$ cat config.mk
export PLATFORM = sky130hd
export DESIGN_NAME = lfcc_frame_core
export DESIGN_NICKNAME = d
export VERILOG_FILES = /design/src/sv/lfcc_pkg.sv /design/src/sv/lfcc_frame_core.sv
export SDC_FILE = /design/constraint.sdc
export NUM_CORES = 1
export LEC_CHECK = 0
export ABC_AREA = 0
export BUFFER_PORTS_ARGS = -buffer_cell sky130_fd_sc_hd__buf_4
export CORE_MARGIN = 1
export CORE_UTILIZATION = 45
export DETAILED_ROUTE_END_ITERATION = 10
export GPL_ROUTABILITY_DRIVEN = 0
export PLACE_DENSITY = 0.75
export SLEW_MARGIN = 20
export SYNTH_ARGS = -nofsm -noshare
export SYNTH_HDL_FRONTEND = slang
export SYNTH_SLANG_ARGS = --single-unit
export TNS_END_PERCENT = 30
$ cat constraint.sdc
create_clock -name aclk -period 6.3 [get_ports aclk]
set_clock_uncertainty 0.2 [all_clocks]
set_input_delay 0.945 -clock aclk [delete_from_list [all_inputs] [get_ports aclk]]
set_output_delay 0.945 -clock aclk [all_outputs]
set_load 0.005 [all_outputs]
$ cat src/sv/lfcc_pkg.sv
`default_nettype none

package lfcc_pkg;

    // Reflected CRC-32 (IEEE 802.3)
    localparam logic [31:0] CRC_POLY     = 32'hEDB8_8320;
    localparam logic [31:0] CRC_ALL_ONES = 32'hFFFF_FFFF;

    // Defaults for top-level parameters and the config register
    localparam int          LENGTH_BYTES_DEFAULT = 4;
    localparam logic [31:0] MAX_LEN_RESET        = 32'd65536;

    typedef enum logic [1:0] {
        STATUS_OK      = 2'd0,
        STATUS_CRC_ERR = 2'd1,
        STATUS_BAD_LEN = 2'd2
    } status_t;

    typedef struct packed {
        status_t     status;
        logic [31:0] frame_length;
        logic [31:0] computed_crc;
    } result_t;

    // One byte through the bitwise CRC update
    function automatic logic [31:0] crc_byte(input logic [31:0] crc_in,
                                             input logic [7:0]  data);
        logic [31:0] crc;
        crc = crc_in ^ {24'd0, data};
        for (int k = 0; k < 8; k++) begin
            if (crc[0]) begin
                crc = (crc >> 1) ^ CRC_POLY;
            end else begin
                crc = crc >> 1;
            end
        end
        return crc;
    endfunction

endpackage

`default_nettype wire

$ cat src/sv/lfcc_frame_core.sv
`default_nettype none

// Frame tracking: header length capture, CRC update, trailer capture and
// the end-of-frame decision, all done on the accepted byte.
module lfcc_frame_core #(
    parameter int LENGTH_BYTES = lfcc_pkg::LENGTH_BYTES_DEFAULT
) (
    input  wire logic              aclk,
    input  wire logic              aresetn,
    input  wire logic              byte_accept,
    input  wire logic [7:0]        data_byte,
    input  wire logic              frame_start,
    input  wire logic              cfg_wr_en,
    input  wire logic [31:0]       cfg_wr_data,
    output logic                   res_valid,
    output lfcc_pkg::result_t      res
);

    localparam int LW      = 8 * LENGTH_BYTES;
    localparam int CW      = $clog2(LENGTH_BYTES + 1);
    localparam int MIN_LEN = (LENGTH_BYTES + 4 > 8) ? (LENGTH_BYTES + 4) : 8;

    logic [31:0]   max_len_reg;
    logic          in_frame_reg,  in_frame_next;
    logic [CW-1:0] hdr_cnt_reg,   hdr_cnt_next;
    logic [LW-1:0] length_reg,    length_next;
    logic [31:0]   crc_reg,       crc_next;
    logic [31:0]   trailer_reg,   trailer_next;
    logic [31:0]   left_reg,      left_next;

    // State as seen by this byte (a frame start restarts everything)
    logic          active;
    logic [CW-1:0] hdr_cnt_eff;
    logic [LW-1:0] length_eff;
    logic [31:0]   crc_eff;
    logic [31:0]   crc_upd;
    logic [LW+31:0] len_new_ext;
    logic [LW+31:0] len_old_ext;
    logic [LW+31:0] max_ext;
    logic [31:0]   crc_final;

    assign active      = frame_start || in_frame_reg;
    assign hdr_cnt_eff = frame_start ? '0 : hdr_cnt_reg;
    assign length_eff  = frame_start ? '0 : length_reg;
    assign crc_eff     = frame_start ? lfcc_pkg::CRC_ALL_ONES : crc_reg;
    assign crc_upd     = lfcc_pkg::crc_byte(crc_eff, data_byte);
    assign len_new_ext = {32'd0, length_next};
    assign len_old_ext = {32'd0, length_reg};
    assign max_ext     = {{LW{1'b0}}, max_len_reg};
    assign crc_final   = crc_reg ^ lfcc_pkg::CRC_ALL_ONES;

    // Next state and result
    always_comb begin
        in_frame_next = in_frame_reg;
        hdr_cnt_next  = hdr_cnt_reg;
        length_next   = length_eff;
        crc_next      = crc_reg;
        trailer_next  = trailer_reg;
        left_next     = left_reg;
        res_valid     = 1'b0;
        res           = '{status: lfcc_pkg::STATUS_OK, frame_length: 32'd0,
                          computed_crc: 32'd0};

        // length byte insert, little-endian
        for (int i = 0; i < LENGTH_BYTES; i++) begin
            if (hdr_cnt_eff == CW'(i)) begin
                length_next[8*i +: 8] = data_byte;
            end
        end

        if (active) begin
            in_frame_next = 1'b1;
            if (hdr_cnt_eff < CW'(LENGTH_BYTES)) begin
                // header byte
                crc_next     = crc_upd;
                hdr_cnt_next = hdr_cnt_eff + CW'(1);
                left_next    = len_new_ext[31:0] - 32'(LENGTH_BYTES);
                if (hdr_cnt_eff == CW'(LENGTH_BYTES - 1)) begin
                    if ((len_new_ext < (LW+32)'(MIN_LEN)) || (len_new_ext > max_ext)) begin
                        in_frame_next    = 1'b0;
                        res_valid        = 1'b1;
                        res.status       = lfcc_pkg::STATUS_BAD_LEN;
                        res.frame_length = len_new_ext[31:0];
                    end
                end
            end else begin
                // body or trailer byte
                left_next = left_reg - 32'd1;
                if (left_reg > 32'd4) begin
                    crc_next = crc_upd;
                end else begin
                    trailer_next = {data_byte, trailer_reg[31:8]};
                end
                if (left_reg == 32'd1) begin
                    in_frame_next    = 1'b0;
                    res_valid        = 1'b1;
                    res.status       = (crc_final == trailer_next) ?
                                       lfcc_pkg::STATUS_OK : lfcc_pkg::STATUS_CRC_ERR;
                    res.frame_length = len_old_ext[31:0];
                    res.computed_crc = crc_final;
                end
            end
        end
        if (!byte_accept) begin
            res_valid = 1'b0;
        end
    end

    // Control state
    always_ff @(posedge aclk) begin
        if (!aresetn) begin
            in_frame_reg <= 1'b0;
            hdr_cnt_reg  <= '0;
            max_len_reg  <= lfcc_pkg::MAX_LEN_RESET;
        end else begin
            if (byte_accept) begin
                in_frame_reg <= in_frame_next;
                hdr_cnt_reg  <= hdr_cnt_next;
            end
            if (cfg_wr_en) begin
                max_len_reg <= cfg_wr_data;
            end
        end
    end

    // Frame datapath
    always_ff @(posedge aclk) begin
        if (byte_accept) begin
            length_reg  <= length_next;
            crc_reg     <= crc_next;
            trailer_reg <= trailer_next;
            left_reg    <= left_next;
        end
    end

endmodule

`default_nettype wire

==> Word-level counts from Yosys, hierarchy flattened <==
Cells that the tools add are included.
W data, S select, Z words.
{ "word_totals": {"memories": 0, "latchBits": 0, "elab_cells": 76, "ramBits": 0, "output_inout_bits": 67, "ff_bits": 164, "inputBits": 45, "mem_bits_ro": 0} }
{ "op_classes": {"bitwise": 11, "magnitude_cmp": 4, "n_div": 0, "n_shift": 0, "mux": 38, "n_mul": 0, "eq_ne": 5, "reduce_logical": 8, "n_addsub": 3} }
{ "ops": {"columns": ["cell", "n"], "rows": [
  ["$mux W32", 17],
  ["$not A13 Y14", 8],
  ["$mux W34", 3],
  ["$mux W66", 1],
  ["$mux W65", 1],
  ["$eq A32 B1 Y1 const B", 1],
  ["$eq A32 B32 Y1", 1],
  ["$gt A32 B3 Y1 const B", 1],
  ["$gt A32 B32 Y1", 1],
  ["$lt A32 B4 Y1 const B", 1],
  ["$mux W8", 4],
  ["$not A32 Y32", 1],
  ["$sub A32 B1 Y32 const B", 1],
  ["$sub A32 B3 Y32 const B", 1],
  ["$xor A32 B8 Y32", 1],
  ["$mux W1", 11],
  ["$reduce_and A3 Y1", 3],
  ["$eq A3 B2 Y1 const B", 2],
  ["$add A3 B1 Y3 const B", 1],
  ["$eq A3 B1 Y1 const B", 1],
  ["$logic_not A3 Y1", 1],
  ["$lt A3 B3 Y1 const B", 1],
  ["$mux W3", 1],
  ["$logic_or A1 B1 Y1", 2],
  ["other kinds (3)", 3]
]} }

==> Logic depth before layout (Yosys ltp) <==
Gate-level depths: netlist of the first run.
{ "depth": {"depth_word": 20, "ltp_mapped": 22, "ltp_nobuf": 17} }

==> Worst setup path after synthesis of the first run <==
Ideal clock, no wire load.
{ "synth_timing": {"path_type": "input port to output port", "from": "input port frame_start", "to": "output port res[36] (netlist bit)", "n_path_buf": 5, "arrival_ps": 5062, "setup_slack_ps": 93, "t_required_ps": 5155, "cell_stages": 20, "path_cell_list": "buf_2 -> buf_1 -> clkbuf_1 -> nand2b_1 -> inv_1 -> ha_1 -> clkbuf_1 -> a21oi_1 -> a32o_1 -> ha_1 -> and3_1 -> a221o_1 -> a221o_1 -> nand2_1 -> o2111a_1 -> a221oi_1 -> o211ai_1 -> nor2_2 -> buf_2 -> a22o_1"} }
{ "synth_rtl": {"columns": ["element", "line", "text"], "rows": [
  ["from (decl)", "lfcc_frame_core.sv:12", "input wire logic frame_start,"],
  ["to (decl)", "lfcc_frame_core.sv:16", "output lfcc_pkg::result_t res"]
]} }

==> metrics.yaml, run 1 <==
status:
  outcome: "completed"
floorplanning:
  rows: 55
  die_x_um: 154.9
  core_um2: 22780
  dieArea_um2: 23980
  io_pins: 112
  die-height_um: 154.9
  start_util_pct: 46.16
logic_synthesis:
  synth_edf_count: 128
  ys_async_sr_fraction_pct: 0
  synthesis.nets: 1108
  yosys.cell_types.count: 65
  synth_ff_type: "edfxtp_1"
  avgSynthCellArea_um2: 10.29
  yosysWarnings: 0
  seq_area_frac_synth_pct: 43.41
  syn-instance-count: 1022
  syn_area_um2: 10510
  synth_seq_cells: 164
drt:
  dr.pass1.iters: 5
  drc_errors: 0
  drt_iter0_markers: 647
  vias_per_cell: 5.647
  via_count: 8211
  antenna_left: 0
  routedWlPerCell_um: 19.24
  wirelength_um: 27980
layout:
  fin_nets: 1214
  layout-drive-gt1-share_pct: 19.72
  syn_to_final_growth_pct: 17.43
  fillers: 1985
  antenna_cells: 0
  final_common_cell: "buf_4"
  mostFrequentLayoutCells: "buf_4, nor2_1, edfxtp_1"
worst_setup_path:
  start_kind: "primary input"
  reg2regPathDepth: 13
  critPathArrivalTime_ns: 4.90
  r2r_slack_ns: 2.33
  cp_max_fo: 31
  slowest_delay_ns: 0.47
  crit_required_ns: 5.15
  path_class: "in2out"
  reg2reg_to: "left_reg[31]"
  worst_setup_path_end_kind: "output port"
  path_common_cell: "buf_4"
  r2r_start: "hdr_cnt_reg[0]"
  worst_path_max_delay_cell: "a221oi_1"
  worstPathCellList: "buf_4, nor2b_1, inv_1, ha_1, a21oi_2, a32o_1, ha_1, and4_1, and3_1, and3_1, a221oi_1, o211ai_1, nor2_2, buf_4, a22o_1, buf_4"
cts:
  cts_tree: "yes"
  h-tree-depth: 4
  insertion_delay_ns: 0.43
  clock-root-buffer: "clkbuf_16"
  cts_max_path_buffers: 2
  path_clk_slew_ns: 0.06
  numCtsBuffers: 17
  clkSinkCount: 164
sta:
  finalCritPeriodShare_pct: 96.02
  tightest_slew_ns: 1.081
  worst_slack_ns: 0.2507
  hold_viol_final: 0
  setup_tns_ns: 0
  fmax_ghz: 0.1653
  min_period_ns: 6.049
  maxSlewHeadroom_pct: 27.77
  drv_slew: 0
  grt_setup_unrepaired: "no"
  finalSetupViolations: 0
power_and_ir_drop:
  p_int_mw: 2.228
  combinationalPowerShare_pct: 22.8
  switching_share_pct: 30.85
  p_switching_uw: 994.3
  power_frac_seq_pct: 45.5
  cellPowerDensity_nw_per_um2: 261.0
  vdd_drop_max_mv: 0.2225
  p_leak_nw: 4.814
  power_frac_clock_pct: 31.7
global_routing:
  grt_use_total_pct: 23.74
  grt_util_met1_pct: 33.63
  grt-busiest-layer: "met2"
  grt_max_degree: 48
  grt-ovfl-total: 0
  first_global_vias: 7891
  antenna_found_initial: 0
  grt_pass1_wl_um: 43720
  grtUsageMet3_pct: 3.872
  grt_use_met2_pct: 37.17
hold_path:
  hold_end: "hdr_cnt_reg[0]"
  holdPathStages: 1
  min_from: "hdr_cnt_reg[0]"
  min_path_type: "reg2reg"
placement:
  place_hpwl_um: 20130
  io_buffer_count: 111
  pre_cts_ws_ns: 0.1845
run:
  drv_cap: 0
==> cell families after synthesis <==
family | count (synthesis) | share of synthesized area [%]
flops | 164 | 43.41
mux | 69 | 6.962
buf+inv | 105 | 3.963
simple gates | 312 | 15.04
compound gates | 150 | 10.66
fa+ha+maj | 41 | 4.879
xor+xnor | 181 | 15.08
==> what timing repair did <==
action | 4_1_cts | 5_1_grt
hold buffers | 0 | 0
buffers inserted | 0 | 0
resized for setup | 0 | 4
setup endpoints to repair | 0 | 32
==> per-stage QoR <==
stage               util, %  std cells  area, µm²  power [mW]  hold slack [ns]
floorplan                 -       1022      10510       1.989           0.2578
detailed placement    51.62       1422      11760       2.206           0.2810
global placement      51.62       1422      11760       2.184           0.2781
finish                54.20       1454      12350       3.223           0.2959
CTS                   54.13       1454      12330       3.222           0.2963
global route          54.20       1454      12350       3.359           0.3296
==> per-layer routing <==
layer,vias up,share of wire (%)
met1,3932,44
li1,3852,-
met2,386,46
met3,41,8.5
met5,-,0
met4,0,1.6
==> worst max-delay path by stage <==
| stage | startpoint | to | slack, ns | depth (start not counted) |
|---|---|---|---|---|
| final | frame_start | res[45] | 0.25 | 16 |
| after global routing | frame_start | res[45] | 0.02 | 17 |
| after CTS | frame_start | res[46] | 0.16 | 16 |
| after detailed placement | frame_start | res[45] | 0.18 | 16 |
| after global placement | frame_start | res[45] | 0.32 | 16 |
| after floorplan | frame_start | res[36] | 0.09 | 20 |
==> critical path: cells and delay by family <==
kind / cells / cell delay [ns]
compound gates: 5 / 1.66
fa+ha+maj: 2 / 0.63
buf+inv: 4 / 0.73
simple gates: 5 / 0.91
==> synthesized netlist by cell type (3+ instances only) <==
cell type,n,area (µm²)
nor2_1,131,491.7
edfxtp_1,128,3844
xnor2_1,115,1007
xor2_1,66,578.1
inv_1,49,183.9
ha_1,41,513.0
nand2_1,38,142.6
nor2b_1,37,231.5
dfxtp_1,36,720.7
mux2i_1,36,360.4
clkbuf_1,35,131.4
a21oi_1,34,170.2
mux2_2,33,371.6
a22o_1,32,280.3
nor3_1,24,120.1
a32o_1,21,210.2
o21ai_0,17,85.08
a21o_1,13,97.59
nand3_1,13,65.06
nor4_1,11,68.82
buf_1,8,30.03
buf_2,8,40.04
nand4_1,8,50.05
nor3b_1,7,52.55
or3_1,7,43.79
a22oi_1,5,37.54
and3_1,5,31.28
nand2b_1,5,31.28
nand3b_1,4,30.03
a221oi_1,3,26.28
a32oi_1,3,26.28
nand4b_1,3,26.28
o211ai_1,3,22.52
o31a_1,3,26.28
==> power groups by stage <==
stage,logic (mW),clock network (mW),registers (mW)
6_report,0.735,1.02,1.47
5_1_grt,0.807,1.08,1.48
4_1_cts,0.730,1.03,1.46
3_5_place_dp,0.720,0,1.49
3_3_place_gp,0.701,0,1.48
2_1_floorplan,0.586,0,1.40
==> area by class of cell <==
cell class	count	area [µm²]	share of cell area (%)
flip-flops and latches	164	4564	36.97
repair buffers	141	1071	8.675
clock buffers	19	464.2	3.760
multi-input cells	753	5555	44.99
inverters	51	191.4	1.550
well taps	313	391.6	3.172
clock inverters	13	108.9	0.8816
(Power assumes the default switching activity.)
==> run 2, diff against run 1 <==
--- a/config.mk
+++ b/config.mk
@@ -7,7 +7,7 @@
 export LEC_CHECK = 0
 export ABC_AREA = 0
 export BUFFER_PORTS_ARGS = -buffer_cell sky130_fd_sc_hd__buf_4
-export CORE_MARGIN = 1
+export CORE_MARGIN = 2
 export CORE_UTILIZATION = 45
 export DETAILED_ROUTE_END_ITERATION = 10
 export GPL_ROUTABILITY_DRIVEN = 0
==> run 2 against run 1 <==
Compared with the run above: final cell count rose by 0.21%; core utilization up 0.15 points; via count up 1.4%; sequential share of layout area is 0.10 points lower; critical endpoint is now res[42].
==> metrics.yaml, run 2 (synthesis results as in run 1) <==
layout:
  syn_to_final_growth_pct: 17.76
  antenna_cells: 0  # unchanged
  final_cell_area_um2: 12380  # +0.27%
  mostFrequentLayoutCells: "buf_4, nor2_1, edfxtp_1"
  layout-drive-gt1-share_pct: 19.67  # -0.052 points
  fin_nets: 1217  # +0.25%
  final_common_cell: "buf_4"
  utilization_pct: 54.35  # +0.15 points
worst_setup_path:
  crit_start: "frame_start"
  setup.worst_path.end: "res[42]"
  r2r_slack_ns: 2.23  # -0.10 ns
  worst_setup_path_end_kind: "output port"
  crit_required_ns: 5.15  # about the same
  r2r_start: "hdr_cnt_reg[0]"
  critPathArrivalTime_ns: 4.92  # +0.02 ns
  reg2regPathDepth: 15  # +2
  reg2reg_to: "in_frame_reg"
  path_class: "in2out"
  cp_max_fo: 22  # -29%
  start_kind: "primary input"
global_routing:
  antenna_found_initial: 0  # unchanged
  grt_util_met1_pct: 32.79  # -0.84 points
  grt_use_met2_pct: 35.65  # -1.5 points
  first_global_vias: 8170  # +3.5%
  grt_max_degree: 38  # -21%
  grtUsageMet3_pct: 4.902  # +1.0 points
  grt-busiest-layer: "met2"
  grt_pass1_wl_um: 44460  # +1.7%
  grt-ovfl-total: 0  # unchanged
  grt_use_total_pct: 23.52  # -0.22 points
power_and_ir_drop:
  p_switching_uw: 974.8  # -2.0%
  cellPowerDensity_nw_per_um2: 261.7  # +0.25%
  switching_share_pct: 30.09  # -0.76 points
  p_int_mw: 2.265  # +1.6%
  p_leak_nw: 4.840  # +0.55%
  power_frac_clock_pct: 32.0  # +0.3 points
  finalPower_mw: 3.239  # +0.52%
  power_frac_seq_pct: 45.4  # about the same
  vdd_drop_max_mv: 0.1888  # -15%
  combinationalPowerShare_pct: 22.7  # about the same
sta:
  hold_viol_final: 0  # unchanged
  holdWs_ns: 0.3043  # +0.008445 ns
  tightest_slew_ns: 1.123  # +0.04191 ns
  drv_slew: 0  # unchanged
  fmax_ghz: 0.1648  # -0.29%
  min_period_ns: 6.067  # +0.01732 ns
  finalSetupViolations: 0  # unchanged
  finalCritPeriodShare_pct: 96.30  # +0.27 points
  grt_setup_unrepaired: "no"
  setup_tns_ns: 0  # unchanged
  maxSlewHeadroom_pct: 25.15  # -2.6 points
floorplanning:
  rows: 55  # unchanged
  dieArea_um2: 24600  # +2.6%
  die-height_um: 156.9  # +1.3%
  start_util_pct: 46.16  # unchanged
  die_x_um: 156.9  # +1.3%
  io_pins: 112  # unchanged
  core_um2: 22780  # unchanged
drt:
  antenna_left: 0  # unchanged
  drt_iter0_markers: 783  # +21%
  via_count: 8324  # +1.4%
  vias_per_cell: 5.713  # +1.2%
  dr.pass1.iters: 6  # +1
  wirelength_um: 28490  # +1.8%
  routedWlPerCell_um: 19.56  # +1.6%
  drc_errors: 0  # unchanged
placement:
  place_hpwl_um: 20410  # +1.4%
  place_area_um2: 11760  # about the same
  io_buffer_count: 111  # unchanged
run:
  drv_cap: 0  # unchanged
cts:
  insertion_delay_ns: 0.44  # about the same
  clkSinkCount: 164  # unchanged
  numCtsBuffers: 17  # unchanged
  h-tree-depth: 4  # unchanged
  ctsHoldBuffers: 0  # unchanged
  path_clk_slew_ns: 0.06  # about the same
  cts_tree: "yes"
  cts_max_path_buffers: 2  # unchanged
  clock-root-buffer: "clkbuf_16"
status:
  outcome: "completed"
hold_path:
  min_path_type: "reg2reg"
[run 2: cell types whose count changed in the layout (fill, tap and decap cells not counted), sizes merged]
cell      delta
buf          +3
clkbuf       +4
clkinv       -1
clkinvlp     -1
inv          -2
[run 2: worst max-delay path, cell delays in order]
cell	delay, ns
buf_4	0.20
nand2b_1	0.20
inv_1	0.08
ha_1	0.19
ha_1	0.20
buf_4	0.19
a22oi_1	0.34
inv_1	0.17
ha_1	0.32
a21o_1	0.18
nand3_1	0.07
a21oi_1	0.07
a211oi_1	0.43
o2111a_1	0.28
a221oi_1	0.09
o211ai_1	0.29
nor2_2	0.06
buf_4	0.22
a22o_1	0.22
buf_4	0.14
[run 2: worst min-delay path by stage]
stage	end	depth (start not counted)	start	slack [ns]
final	hdr_cnt_reg[1]	2	hdr_cnt_reg[1]	0.30
after floorplan	hdr_cnt_reg[1]	2	hdr_cnt_reg[1]	0.26
after CTS	hdr_cnt_reg[1]	2	hdr_cnt_reg[1]	0.31
after global placement	hdr_cnt_reg[0]	1	hdr_cnt_reg[0]	0.28
after global routing	max_len_reg[22]	2	max_len_reg[22]	0.33
after detailed placement	hdr_cnt_reg[1]	2	hdr_cnt_reg[1]	0.30
[run 2: final cells by class]
| cell class | count | area [µm²] |
|---|---|---|
| Inverter | 51 | 191.4 |
| Tap cell | 313 | 391.6 |
| Sequential cell | 164 | 4564 |
| Clock buffer | 23 | 521.8 |
| Timing Repair Buffer | 144 | 1081 |
| Clock inverter | 9 | 61.31 |
| Fill cell | 1917 | 10400 |
| Multi-Input combinational cell | 753 | 5569 |
[run 2: power by group through the flow]
stage          sequential (mW)  clock [mW]  combinational [mW]
3_5_place_dp              1.49           0               0.720
5_1_grt                   1.48        1.08               0.808
3_3_place_gp              1.48           0               0.698
2_1_floorplan             1.40           0               0.586
4_1_cts                   1.46        1.04               0.729
6_report                  1.47        1.04               0.734
[run 2: metrics by stage]
step,std cells,setup WS [ns]
after global placement,1424,0.3477
final,1457,0.2334
after detailed placement,1424,0.09943
after floorplan,1022,0.09268
after global routing,1457,0.07213
after CTS,1456,0.1268
[run 2: routing by layer]
metal,vias up,share of wire [%]
li1,3848,-
met1,3944,43
met2,453,44
met3,79,9.4
met4,0,3.3
met5,-,0
[run 2: what timing repair did]
action	in CTS	in global routing
buffers inserted	0	1
setup endpoints to repair	1	32
gates resized for setup	1	5
hold endpoints to repair	0	0
pin swaps	0	1
